### src/rtl/core/sm4_pkg.sv
package sm4_pkg;

	localparam int BLK_W = 128;
	localparam int WORD_W = 32;
	localparam int CFG_IDX_W = 3;
	localparam int CFG_DATA_W = 64;

	localparam logic [CFG_IDX_W-1:0] REG_KEY_HI = 3'd0;
	localparam logic [CFG_IDX_W-1:0] REG_KEY_LO = 3'd1;
	localparam logic [CFG_IDX_W-1:0] REG_IV_HI = 3'd2;
	localparam logic [CFG_IDX_W-1:0] REG_IV_LO = 3'd3;
	localparam logic [CFG_IDX_W-1:0] REG_CHAIN_MODE = 3'd4;
	localparam logic [CFG_IDX_W-1:0] REG_DECRYPT_MODE = 3'd5;

	localparam logic [BLK_W-1:0] FK = 128'ha3b1bac6_56aa3350_677d9197_b27022dc;

	typedef struct packed {
		logic load;
		logic step;
		logic key_sched;
	} sm4_ctl_t;

	localparam logic [7:0] SBOX [256] = '{
		8'hd6,8'h90,8'he9,8'hfe,8'hcc,8'he1,8'h3d,8'hb7,8'h16,8'hb6,8'h14,8'hc2,8'h28,8'hfb,8'h2c,8'h05,
		8'h2b,8'h67,8'h9a,8'h76,8'h2a,8'hbe,8'h04,8'hc3,8'haa,8'h44,8'h13,8'h26,8'h49,8'h86,8'h06,8'h99,
		8'h9c,8'h42,8'h50,8'hf4,8'h91,8'hef,8'h98,8'h7a,8'h33,8'h54,8'h0b,8'h43,8'hed,8'hcf,8'hac,8'h62,
		8'he4,8'hb3,8'h1c,8'ha9,8'hc9,8'h08,8'he8,8'h95,8'h80,8'hdf,8'h94,8'hfa,8'h75,8'h8f,8'h3f,8'ha6,
		8'h47,8'h07,8'ha7,8'hfc,8'hf3,8'h73,8'h17,8'hba,8'h83,8'h59,8'h3c,8'h19,8'he6,8'h85,8'h4f,8'ha8,
		8'h68,8'h6b,8'h81,8'hb2,8'h71,8'h64,8'hda,8'h8b,8'hf8,8'heb,8'h0f,8'h4b,8'h70,8'h56,8'h9d,8'h35,
		8'h1e,8'h24,8'h0e,8'h5e,8'h63,8'h58,8'hd1,8'ha2,8'h25,8'h22,8'h7c,8'h3b,8'h01,8'h21,8'h78,8'h87,
		8'hd4,8'h00,8'h46,8'h57,8'h9f,8'hd3,8'h27,8'h52,8'h4c,8'h36,8'h02,8'he7,8'ha0,8'hc4,8'hc8,8'h9e,
		8'hea,8'hbf,8'h8a,8'hd2,8'h40,8'hc7,8'h38,8'hb5,8'ha3,8'hf7,8'hf2,8'hce,8'hf9,8'h61,8'h15,8'ha1,
		8'he0,8'hae,8'h5d,8'ha4,8'h9b,8'h34,8'h1a,8'h55,8'had,8'h93,8'h32,8'h30,8'hf5,8'h8c,8'hb1,8'he3,
		8'h1d,8'hf6,8'he2,8'h2e,8'h82,8'h66,8'hca,8'h60,8'hc0,8'h29,8'h23,8'hab,8'h0d,8'h53,8'h4e,8'h6f,
		8'hd5,8'hdb,8'h37,8'h45,8'hde,8'hfd,8'h8e,8'h2f,8'h03,8'hff,8'h6a,8'h72,8'h6d,8'h6c,8'h5b,8'h51,
		8'h8d,8'h1b,8'haf,8'h92,8'hbb,8'hdd,8'hbc,8'h7f,8'h11,8'hd9,8'h5c,8'h41,8'h1f,8'h10,8'h5a,8'hd8,
		8'h0a,8'hc1,8'h31,8'h88,8'ha5,8'hcd,8'h7b,8'hbd,8'h2d,8'h74,8'hd0,8'h12,8'hb8,8'he5,8'hb4,8'hb0,
		8'h89,8'h69,8'h97,8'h4a,8'h0c,8'h96,8'h77,8'h7e,8'h65,8'hb9,8'hf1,8'h09,8'hc5,8'h6e,8'hc6,8'h84,
		8'h18,8'hf0,8'h7d,8'hec,8'h3a,8'hdc,8'h4d,8'h20,8'h79,8'hee,8'h5f,8'h3e,8'hd7,8'hcb,8'h39,8'h48
	};

	function automatic logic [31:0] tau(input logic [31:0] x);
		return {SBOX[x[31:24]], SBOX[x[23:16]], SBOX[x[15:8]], SBOX[x[7:0]]};
	endfunction

	// data-path linear map: b ^ rotl 2, 10, 18, 24
	function automatic logic [31:0] lin_data(input logic [31:0] b);
		return b ^ {b[29:0], b[31:30]} ^ {b[21:0], b[31:22]}
			^ {b[13:0], b[31:14]} ^ {b[7:0], b[31:8]};
	endfunction

	// key-schedule linear map: b ^ rotl 13, 23
	function automatic logic [31:0] lin_key(input logic [31:0] b);
		return b ^ {b[18:0], b[31:19]} ^ {b[8:0], b[31:9]};
	endfunction

	// CK byte j of round i is (4i + j) * 7 mod 256
	function automatic logic [31:0] ck_word(input logic [7:0] i);
		logic [31:0] v;
		logic [7:0] n;
		v = '0;
		for (int j = 0; j < 4; j++) begin
			n = (i << 2) + 8'(j);
			v = {v[23:0], 8'((n << 3) - n)};
		end
		return v;
	endfunction

endpackage

### src/rtl/core/sm4_block_cipher_ecb_cbc_core.sv
// SM4 block engine, ECB or CBC, encrypt or decrypt. A word is taken only
// while the engine is idle (in_stall low); it is then held through the
// accept cycle, the 32 rounds through the single round unit, and the finish
// cycle that moves the result into the output register, which may still
// hold an untaken word while the next one is accepted. The finish cycle
// repeats while the output register holds an untaken, stalled word. After
// any write to the key registers the next word first runs the key schedule
// on the same round unit, writing one round key per cycle into the 32-entry
// key memory. Round keys are read from the registered memory in the cycle
// before the round that uses them. The user must write registers only while
// idle; the block itself does not enforce this.
module sm4_block_cipher_ecb_cbc_core #(
	parameter int ROUND_COUNT = 32
) (
	input  logic                            clk,
	input  logic                            arst_n,
	input  logic                            cfg_we,
	input  logic [sm4_pkg::CFG_IDX_W-1:0]   cfg_index,
	input  logic [sm4_pkg::CFG_DATA_W-1:0]  cfg_data,
	input  logic                            in_valid,
	output logic                            in_stall,
	input  logic [63:0]                     block_hi,
	input  logic [63:0]                     block_lo,
	input  logic                            first_block,
	output logic                            out_valid,
	input  logic                            out_stall,
	output logic [63:0]                     out_hi,
	output logic [63:0]                     out_lo
);
	import sm4_pkg::*;

	localparam int AW = $clog2(ROUND_COUNT);
	localparam logic [AW-1:0] LAST = AW'(ROUND_COUNT - 1);

	typedef enum logic [1:0] {
		ST_IDLE,
		ST_EXPAND,
		ST_ROUND,
		ST_FINISH
	} state_t;

	state_t state_q;
	logic [AW-1:0] cnt_q;
	logic keys_stale_q;
	logic [127:0] key_q, iv_q, chain_q;
	logic chain_mode_q, decrypt_mode_q;
	logic [127:0] blk_q, mask_q;
	logic out_valid_q;
	logic [63:0] out_hi_q, out_lo_q;

	logic in_acc, out_free, cbc_enc, cbc_dec;
	logic [127:0] block, chain_use, crypt_in, load_data, result;
	logic [AW-1:0] cnt_next, rd_step, rd_addr;
	logic [31:0] ck, rk, nx;
	sm4_ctl_t ctl;

	always_comb begin
		in_stall = state_q != ST_IDLE;
		in_acc = in_valid && !in_stall;
		out_free = !out_valid_q || !out_stall;
		cbc_enc = chain_mode_q && !decrypt_mode_q;
		cbc_dec = chain_mode_q && decrypt_mode_q;
		block = {block_hi, block_lo};
		chain_use = first_block ? iv_q : chain_q;
		crypt_in = cbc_enc ? (block ^ chain_use) : block;
		load_data = (state_q == ST_IDLE) ? (keys_stale_q ? (key_q ^ FK) : crypt_in) : blk_q;
		cnt_next = cnt_q + 1'b1;
		// key for the round after this one; round 0 is fetched while not in rounds
		rd_step = (state_q == ST_ROUND) ? cnt_next : '0;
		rd_addr = decrypt_mode_q ? (LAST - rd_step) : rd_step;
		ck = ck_word(8'(cnt_q));
		ctl.load = (state_q == ST_IDLE && in_acc) || (state_q == ST_EXPAND && cnt_q == LAST);
		ctl.step = state_q == ST_EXPAND || state_q == ST_ROUND;
		ctl.key_sched = state_q == ST_EXPAND;
	end

	sm4_rkmem #(
		.DEPTH(ROUND_COUNT),
		.AW(AW)
	) u_rkmem (
		.clk(clk),
		.we(state_q == ST_EXPAND),
		.waddr(cnt_q),
		.wdata(nx),
		.raddr(rd_addr),
		.rdata(rk)
	);

	sm4_datapath u_datapath (
		.clk(clk),
		.ctl(ctl),
		.load_data(load_data),
		.ck(ck),
		.rk(rk),
		.nx(nx),
		.state(result)
	);

	always_ff @(posedge clk or negedge arst_n) begin
		if (!arst_n) begin
			key_q <= '0;
			iv_q <= '0;
			chain_mode_q <= 1'b0;
			decrypt_mode_q <= 1'b0;
		end else if (cfg_we) begin
			unique case (cfg_index)
				REG_KEY_HI: key_q[127:64] <= cfg_data;
				REG_KEY_LO: key_q[63:0] <= cfg_data;
				REG_IV_HI: iv_q[127:64] <= cfg_data;
				REG_IV_LO: iv_q[63:0] <= cfg_data;
				REG_CHAIN_MODE: chain_mode_q <= cfg_data[0];
				REG_DECRYPT_MODE: decrypt_mode_q <= cfg_data[0];
				default: ;
			endcase
		end
	end

	always_ff @(posedge clk) begin
		if (in_acc) begin
			blk_q <= crypt_in;
			mask_q <= cbc_dec ? chain_use : '0;
		end
	end

	always_ff @(posedge clk or negedge arst_n) begin
		if (!arst_n) begin
			state_q <= ST_IDLE;
			cnt_q <= '0;
			keys_stale_q <= 1'b1;
			chain_q <= '0;
			out_valid_q <= 1'b0;
			out_hi_q <= '0;
			out_lo_q <= '0;
		end else begin
			// the finish cycle handles the output register itself
			if (out_valid_q && !out_stall && state_q != ST_FINISH) begin
				out_valid_q <= 1'b0;
			end
			unique case (state_q)
				ST_IDLE: begin
					if (in_acc) begin
						cnt_q <= '0;
						if (cbc_dec) begin
							chain_q <= block;
						end
						if (keys_stale_q) begin
							keys_stale_q <= 1'b0;
							state_q <= ST_EXPAND;
						end else begin
							state_q <= ST_ROUND;
						end
					end
				end
				ST_EXPAND: begin
					if (cnt_q == LAST) begin
						cnt_q <= '0;
						state_q <= ST_ROUND;
					end else begin
						cnt_q <= cnt_next;
					end
				end
				ST_ROUND: begin
					if (cnt_q == LAST) begin
						cnt_q <= '0;
						state_q <= ST_FINISH;
					end else begin
						cnt_q <= cnt_next;
					end
				end
				ST_FINISH: begin
					if (out_free) begin
						out_valid_q <= 1'b1;
						out_hi_q <= result[127:64] ^ mask_q[127:64];
						out_lo_q <= result[63:0] ^ mask_q[63:0];
						if (cbc_enc) begin
							chain_q <= result;
						end
						state_q <= ST_IDLE;
					end
				end
				default: state_q <= ST_IDLE;
			endcase
			if (cfg_we && (cfg_index == REG_KEY_HI || cfg_index == REG_KEY_LO)) begin
				keys_stale_q <= 1'b1;
			end
		end
	end

	assign out_valid = out_valid_q;
	assign out_hi = out_hi_q;
	assign out_lo = out_lo_q;

	a_accept_starts: assert property (@(posedge clk) disable iff (!arst_n)
		in_acc |=> (state_q == ST_EXPAND || state_q == ST_ROUND))
		else $error("accepted word did not start processing");

	a_idle_cnt_zero: assert property (@(posedge clk) disable iff (!arst_n)
		(state_q == ST_IDLE || state_q == ST_FINISH) |-> cnt_q == '0)
		else $error("round counter not cleared outside processing");

	a_finish_delivers: assert property (@(posedge clk) disable iff (!arst_n)
		(state_q == ST_FINISH && out_free) |=> (out_valid_q && state_q == ST_IDLE))
		else $error("finished word not delivered");

	a_out_from_finish: assert property (@(posedge clk) disable iff (!arst_n)
		$rose(out_valid_q) |-> $past(state_q) == ST_FINISH)
		else $error("output word appeared without a finished block");

endmodule

### src/rtl/core/sm4_rkmem.sv
module sm4_rkmem #(
	parameter int DEPTH = 32,
	parameter int AW = 5
) (
	input  logic          clk,
	input  logic          we,
	input  logic [AW-1:0] waddr,
	input  logic [31:0]   wdata,
	input  logic [AW-1:0] raddr,
	output logic [31:0]   rdata
);

	logic [31:0] mem [DEPTH];
	logic [31:0] rdata_q;

	always_ff @(posedge clk) begin
		if (we) begin
			mem[waddr] <= wdata;
		end
	end

	// last round key is read in the same cycle it is written when decrypt follows expansion
	always_ff @(posedge clk) begin
		if (we && waddr == raddr) begin
			rdata_q <= wdata;
		end else begin
			rdata_q <= mem[raddr];
		end
	end

	assign rdata = rdata_q;

endmodule

### src/rtl/core/sm4_datapath.sv
module sm4_datapath (
	input  logic                    clk,
	input  sm4_pkg::sm4_ctl_t       ctl,
	input  logic [sm4_pkg::BLK_W-1:0] load_data,
	input  logic [31:0]             ck,
	input  logic [31:0]             rk,
	output logic [31:0]             nx,
	output logic [sm4_pkg::BLK_W-1:0] state
);
	import sm4_pkg::*;

	logic [31:0] x0_q, x1_q, x2_q, x3_q;
	logic [31:0] key_in;
	logic [31:0] mix;
	logic [31:0] sub;

	always_comb begin
		key_in = ctl.key_sched ? ck : rk;
		mix = x1_q ^ x2_q ^ x3_q ^ key_in;
		sub = tau(mix);
		nx = x0_q ^ (ctl.key_sched ? lin_key(sub) : lin_data(sub));
	end

	always_ff @(posedge clk) begin
		if (ctl.load) begin
			x0_q <= load_data[127:96];
			x1_q <= load_data[95:64];
			x2_q <= load_data[63:32];
			x3_q <= load_data[31:0];
		end else if (ctl.step) begin
			x0_q <= x1_q;
			x1_q <= x2_q;
			x2_q <= x3_q;
			x3_q <= nx;
		end
	end

	// final reverse word order
	assign state = {x3_q, x2_q, x1_q, x0_q};

endmodule

### config.mk
export PLATFORM = sky130hd
export DESIGN_NAME = sm4_block_cipher_ecb_cbc_core
export DESIGN_NICKNAME = d
export VERILOG_FILES = /design/src/rtl/core/sm4_pkg.sv /design/src/rtl/core/sm4_block_cipher_ecb_cbc_core.sv /design/src/rtl/core/sm4_rkmem.sv /design/src/rtl/core/sm4_datapath.sv
export SDC_FILE = /design/constraint.sdc
export NUM_CORES = 2
export LEC_CHECK = 0
export BUFFER_PORTS_ARGS = -buffer_cell sky130_fd_sc_hd__buf_2
export CAP_MARGIN = 20
export CORE_MARGIN = 10
export CORE_UTILIZATION = 63
export CTS_BUF_LIST = sky130_fd_sc_hd__clkbuf_16
export CTS_CLUSTER_SIZE = 12
export DETAILED_ROUTE_END_ITERATION = 6
export PLACE_DENSITY = 0.81
export SLEW_MARGIN = 20
export SYNTH_ARGS = -nofsm -noshare
export SYNTH_HDL_FRONTEND = slang
export SYNTH_HIERARCHICAL = 1
export SYNTH_SLANG_ARGS = --single-unit
export TNS_END_PERCENT = 1
### constraint.sdc
create_clock -name clk -period 9.73 [get_ports clk]
set_input_delay 0.4865 -clock clk [delete_from_list [all_inputs] [get_ports clk]]
set_output_delay 0.4865 -clock clk [all_outputs]
set_load 0.05 [all_outputs]
==> load_flow_metrics.sql <==
INSERT INTO impl_metrics (metric_group, metric, value, unit) VALUES
('global_routing', 'total_routing_resource_utilization_after_global_routing', '41.3', '%'),
('timing', 'fin_crit_sh', '88.7', '%'),
('worst_setup_path', 'worstSetupPathType', 'flop to flop', ''),
('routing', 'met2WireLength', '160000', 'um'),
('worst_setup_path', 'critical-path-slowest-cell', 'sky130_fd_sc_hd__dfxtp_4', ''),
('logic_synthesis', 'synth.cell_area', '100000', 'um2'),
('timing', 'max_slew.worst_pin.slew', '1260', 'ps'),
('routing', 'wl_per_cell', '33.9', 'um'),
('worst_setup_path', 'worst-r2r-cell-count', '22', ''),
('die', 'die_w', '419', 'um'),
('job', 'timing.max_cap.violations', '0', ''),
('final_layout', 'fillers', '10400', ''),
('die', 'io_pins', '331', ''),
('routing', 'drt-vias-per-instance', '7.26', ''),
('global_routing', 'grt_first_pass_wirelength', '536000', 'um'),
('die', 'std_cell_rows', '146', ''),
('place', 'globalplace.congestion', '1.06', ''),
('timing', 'setup_total_negative_slack', '0', 'ps'),
('worst_setup_path', 'max_stage_delay', '940', 'ps'),
('worst_setup_path', 'timing.reg2reg.setup_slack', '1100', 'ps'),
('clock_network', 'clk_pin_slew', '60', 'ps'),
('die', 'fp.dieArea', '175000', 'um2'),
('die', 'area_of_the_core', '158000', 'um2'),
('timing', 'setup_repair_after_global_routing_missed_its_margin', 'no', ''),
('timing', 'final-max-slew-violation-count', '0', ''),
('clock_network', 'tritoncts.num_buffers', '192', ''),
('clock_network', 'clock_insertion_delay_worst_skew', '860', 'ps'),
('min_path', 'number_of_instances_on_the_worst_hold_path', '3', ''),
('logic_synthesis', 'ys_async_sr_fraction', '27.0', '%'),
('clock_network', 'cts_buffer_depth', '3', ''),
('worst_setup_path', 'cp_common_cell', 'sky130_fd_sc_hd__buf_4', ''),
('run_status', 'status', 'complete, but fails checks', ''),
('global_routing', 'antenna_found_initial', '48', ''),
('run_status', 'failed_checks', 'DRC', ''),
('worst_setup_path', 'critical_path.startpoint_type', 'flop', ''),
('timing', 'fin_worst_skew', '39.0', 'ps'),
('logic_synthesis', 'postSynthAreaPerCell', '11.9', 'um2'),
('die', 'die_h', '419', 'um'),
('timing', 'setup_violations_final', '0', ''),
('min_path', 'hold_path_class', 'input port to flop', ''),
('timing', 'finalHoldViolCount', '0', ''),
('worst_setup_path', 'timing.critical_path.cells', 'buf_4 > buf_4 > mux2i_1 > a22o_1 > nor3_1 > a31oi_1 > nand3_1 > mux2i_4 > xor2_4 > buf_4 > nand2_1 > buf_4 > o221ai_1 > a221oi_1 > a2111oi_0 > a31oi_4 > xor2_1 > xor2_1 > mux2i_1 > a21oi_1 > xnor2_2 > buf_4', ''),
('final_layout', 'flow.area_growth_from_synthesis', '11.6', '%'),
('routing', 'routed-via-count', '79800', ''),
('place', 'port_buffers', '330', ''),
('worst_setup_path', 'timing.critical_path.to_type', 'flop', ''),
('global_routing', 'grt_start_max_net_pins', '168', ''),
('clock_network', 'tritoncts', 'built', ''),
('routing', 'detail_route.drc_violations', '43', ''),
('timing', 'max_clock_freq', '0.116', 'GHz'),
('clock_network', 'post_cts.repair.setup_buffers', '0', ''),
('die', 'start_util', '63.4', '%'),
('global_routing', 'grt_overflow_total', '0', ''),
('timing', 'period_minus_slack', '8630', 'ps'),
('routing', 'drt_first_iter_violations', '13800', ''),
('global_routing', 'grt_pass1_vias', '77300', ''),
('final_layout', 'layout-drive-gt1-share', '17.1', '%'),
('clock_network', 'cts.root.buffer_cell', 'sky130_fd_sc_hd__clkbuf_16', ''),
('logic_synthesis', 'synthFlopType', 'sky130_fd_sc_hd__edfxtp_1', ''),
('place', 'place_hpwl', '237000', 'um'),
('min_path', 'hold_end', 'chain_q[50]', ''),
('logic_synthesis', 'synth_enable_flop_cells', '1408', ''),
('clock_network', 'ctsHtreeMaxLevel', '4', ''),
('worst_setup_path', 'worst_ep_required_time', '10340', 'ps'),
('logic_synthesis', 'yosys_reg_bits', '1936', ''),
('routing', 'dr_top_layer', 'met5', ''),
('routing', 'routedLengthMet1', '131000', 'um'),
('worst_setup_path', 'worstPathArrival', '9250', 'ps'),
('logic_synthesis', 'synthCells', '8416', ''),
('logic_synthesis', 'ys_warn_count', '6', ''),
('final_layout', 'final_nets', '8992', ''),
('logic_synthesis', 'synth_seq_area_share', '55.3', '%'),
('routing', 'drt_wl_total', '373000', 'um'),
('clock_network', 'cts.sinks', '1936', ''),
('worst_setup_path', 'critical_path.max_fanout', '44', ''),
('routing', 'met3RoutedLength', '53200', 'um'),
('routing', 'drtAntennaViolNets', '0', ''),
('min_path', 'min_from', 'block_lo[50]', ''),
('timing', 'maxSlewHeadroom', '16.1', '%'),
('logic_synthesis', 'yosys.cell_types.count', '118', ''),
('routing', 'drt_first_pass_iters', '7', ''),
('worst_setup_path', 'reg2reg_to', 'u_rkmem/mem[10][20]', '');
[critical path, delay by kind of cell, from the launching register on]
kind                      cells  cell delay, ps
AOI/OAI and AO/OA             7            2540
xor gates and xnor gates      4            1550
buffers and inverters         5            1900
DFF                           1             940
muxes                         3            1010
and+or+nand+nor               3             360
[placed cells by master, fill, tap and decap left out, types with 42 or more instances in the layout]
master / count
sky130_fd_sc_hd__dfrtp_1: 522
sky130_fd_sc_hd__ha_1: 53
sky130_fd_sc_hd__a211oi_1: 52
sky130_fd_sc_hd__nor3_1: 299
sky130_fd_sc_hd__a31oi_1: 90
sky130_fd_sc_hd__o211ai_1: 77
sky130_fd_sc_hd__edfxtp_1: 1408
sky130_fd_sc_hd__a22oi_1: 117
sky130_fd_sc_hd__mux2_2: 371
sky130_fd_sc_hd__o221ai_1: 64
sky130_fd_sc_hd__buf_4: 262
sky130_fd_sc_hd__buf_2: 328
sky130_fd_sc_hd__diode_2: 42
sky130_fd_sc_hd__o311ai_1: 67
sky130_fd_sc_hd__o21a_1: 136
sky130_fd_sc_hd__nand3_1: 185
sky130_fd_sc_hd__a221oi_1: 46
sky130_fd_sc_hd__o2bb2ai_1: 68
sky130_fd_sc_hd__or2_2: 144
sky130_fd_sc_hd__xor2_1: 45
sky130_fd_sc_hd__xnor2_1: 205
sky130_fd_sc_hd__nand2_1: 462
sky130_fd_sc_hd__a21oi_1: 576
sky130_fd_sc_hd__nor2_1: 629
sky130_fd_sc_hd__clkbuf_16: 194
sky130_fd_sc_hd__inv_1: 204
sky130_fd_sc_hd__o21ai_0: 323
sky130_fd_sc_hd__mux2i_1: 885
sky130_fd_sc_hd__dlygate4sd3_1: 179
sky130_fd_sc_hd__a22o_1: 71
[flip-flops by register name (all words and copies together), names as in the netlist, named ones only]
signal	count
key_q	128
mask_q	128
out_hi	64
u_datapath/x2_q	32
blk_q	128
u_datapath/x3_q	32
state_q	2
out_valid	1
chain_mode_q	1
u_rkmem/mem	1024
u_datapath/x0_q	32
decrypt_mode_q	1
out_lo	64
chain_q	128
keys_stale_q	1
iv_q	128
cnt_q	5
u_datapath/x1_q	32
[per-stage QoR]
stage / setup WS (ps) / hold WS, ps / util, % / instance area, um2 / instances
after floorplan: 2960 / 191 / - / 100000 / 8422
after global placement: 1660 / 484 / 65.9 / 104000 / 10400
after detailed placement: 1510 / 490 / 65.9 / 104000 / 10400
after CTS: 1470 / 0.294 / 70.6 / 112000 / 11000
after global routing: 1080 / 13.8 / 70.7 / 112000 / 11000
final: 1100 / 18.4 / 70.7 / 112000 / 11000
[cells by family after synthesis]
group                      Yosys count  share of synthesized area, %
muxes                             1268                          13.2
buffers and inverters              791                          3.93
other                                2                       0.00749
AOI/OAI and AO/OA                 2062                          14.0
adders and majority gates           57                         0.719
DFF                               1936                          55.3
xor gates and xnor gates           363                          4.03
and+or+nand+nor                   1937                          8.77
[final cells by class]
| class | instances | area [um2] | share of cell area (%) |
|---|---|---|---|
| Sequential cell | 1936 | 55500 | 49.6 |
| Multi-Input combinational cell | 5695 | 41800 | 37.4 |
| Timing Repair Buffer | 787 | 5740 | 5.13 |
| Clock buffer | 194 | 4850 | 4.34 |
| Tap cell | 2072 | 2590 | 2.32 |
| Clock inverter | 146 | 816 | 0.729 |
| Inverter | 122 | 465 | 0.416 |
| Antenna cell | 42 | 105 | 0.0939 |
[cells in the mapped netlist (all sizes together) (21+ instances only)]
cell	number	area, um2
a2111oi	21	190
a211oi	54	423
a21oi	579	2910
a221oi	49	459
a22o	71	622
a22oi	117	878
a311oi	36	339
a31oi	91	584
and2	21	131
and3	28	175
buf	400	2460
clkbuf	269	1020
dfrtp	522	13100
edfxtp	1408	42300
ha	56	701
inv	120	450
mux2	371	4180
mux2i	894	9020
nand2	465	1750
nand2b	25	164
nand3	185	926
nand4	23	144
nor2	665	2510
nor3	301	1520
o2111ai	27	236
o211ai	79	603
o21a	136	1020
o21ai	333	1670
o221ai	65	576
o22ai	30	188
o2bb2ai	70	632
o311ai	108	946
o31ai	24	180
or2	146	913
xnor2	244	2290
xnor3	41	925
xor2	74	727
[per-layer routing]
metal	up-vias	global-route usage [%]
li1	32500	-
met1	38800	53.6
met2	6871	60.3
met3	1644	13.4
met4	22	25.0
met5	-	0
[how the worst max path moves through the flow]
| stage | start | endpoint | slack (ps) | cells past startpoint |
|---|---|---|---|---|
| 2_1_floorplan | state_q[0] | blk_q[0] | 2960 | 6 |
| 3_3_place_gp | flop | u_datapath/x3_q[7] | 1660 | 20 |
| 3_5_place_dp | flop | u_rkmem/mem[8][20] | 1510 | 22 |
| 4_1_cts | flop | u_rkmem/mem[10][20] | 1470 | 22 |
| 5_1_grt | flop | u_rkmem/mem[24][29] | 1080 | 20 |
| 6_report | flop | u_rkmem/mem[10][20] | 1100 | 22 |
[repair_timing]
item                                   CTS  global route
gates resized for setup                  0             0
hold buffers                           179             0
endpoints found under the hold margin  461             0
Power is left out: the tool's default activity adds up to more than one toggle a clock period on the data nets, which glitch-free logic cannot reach.
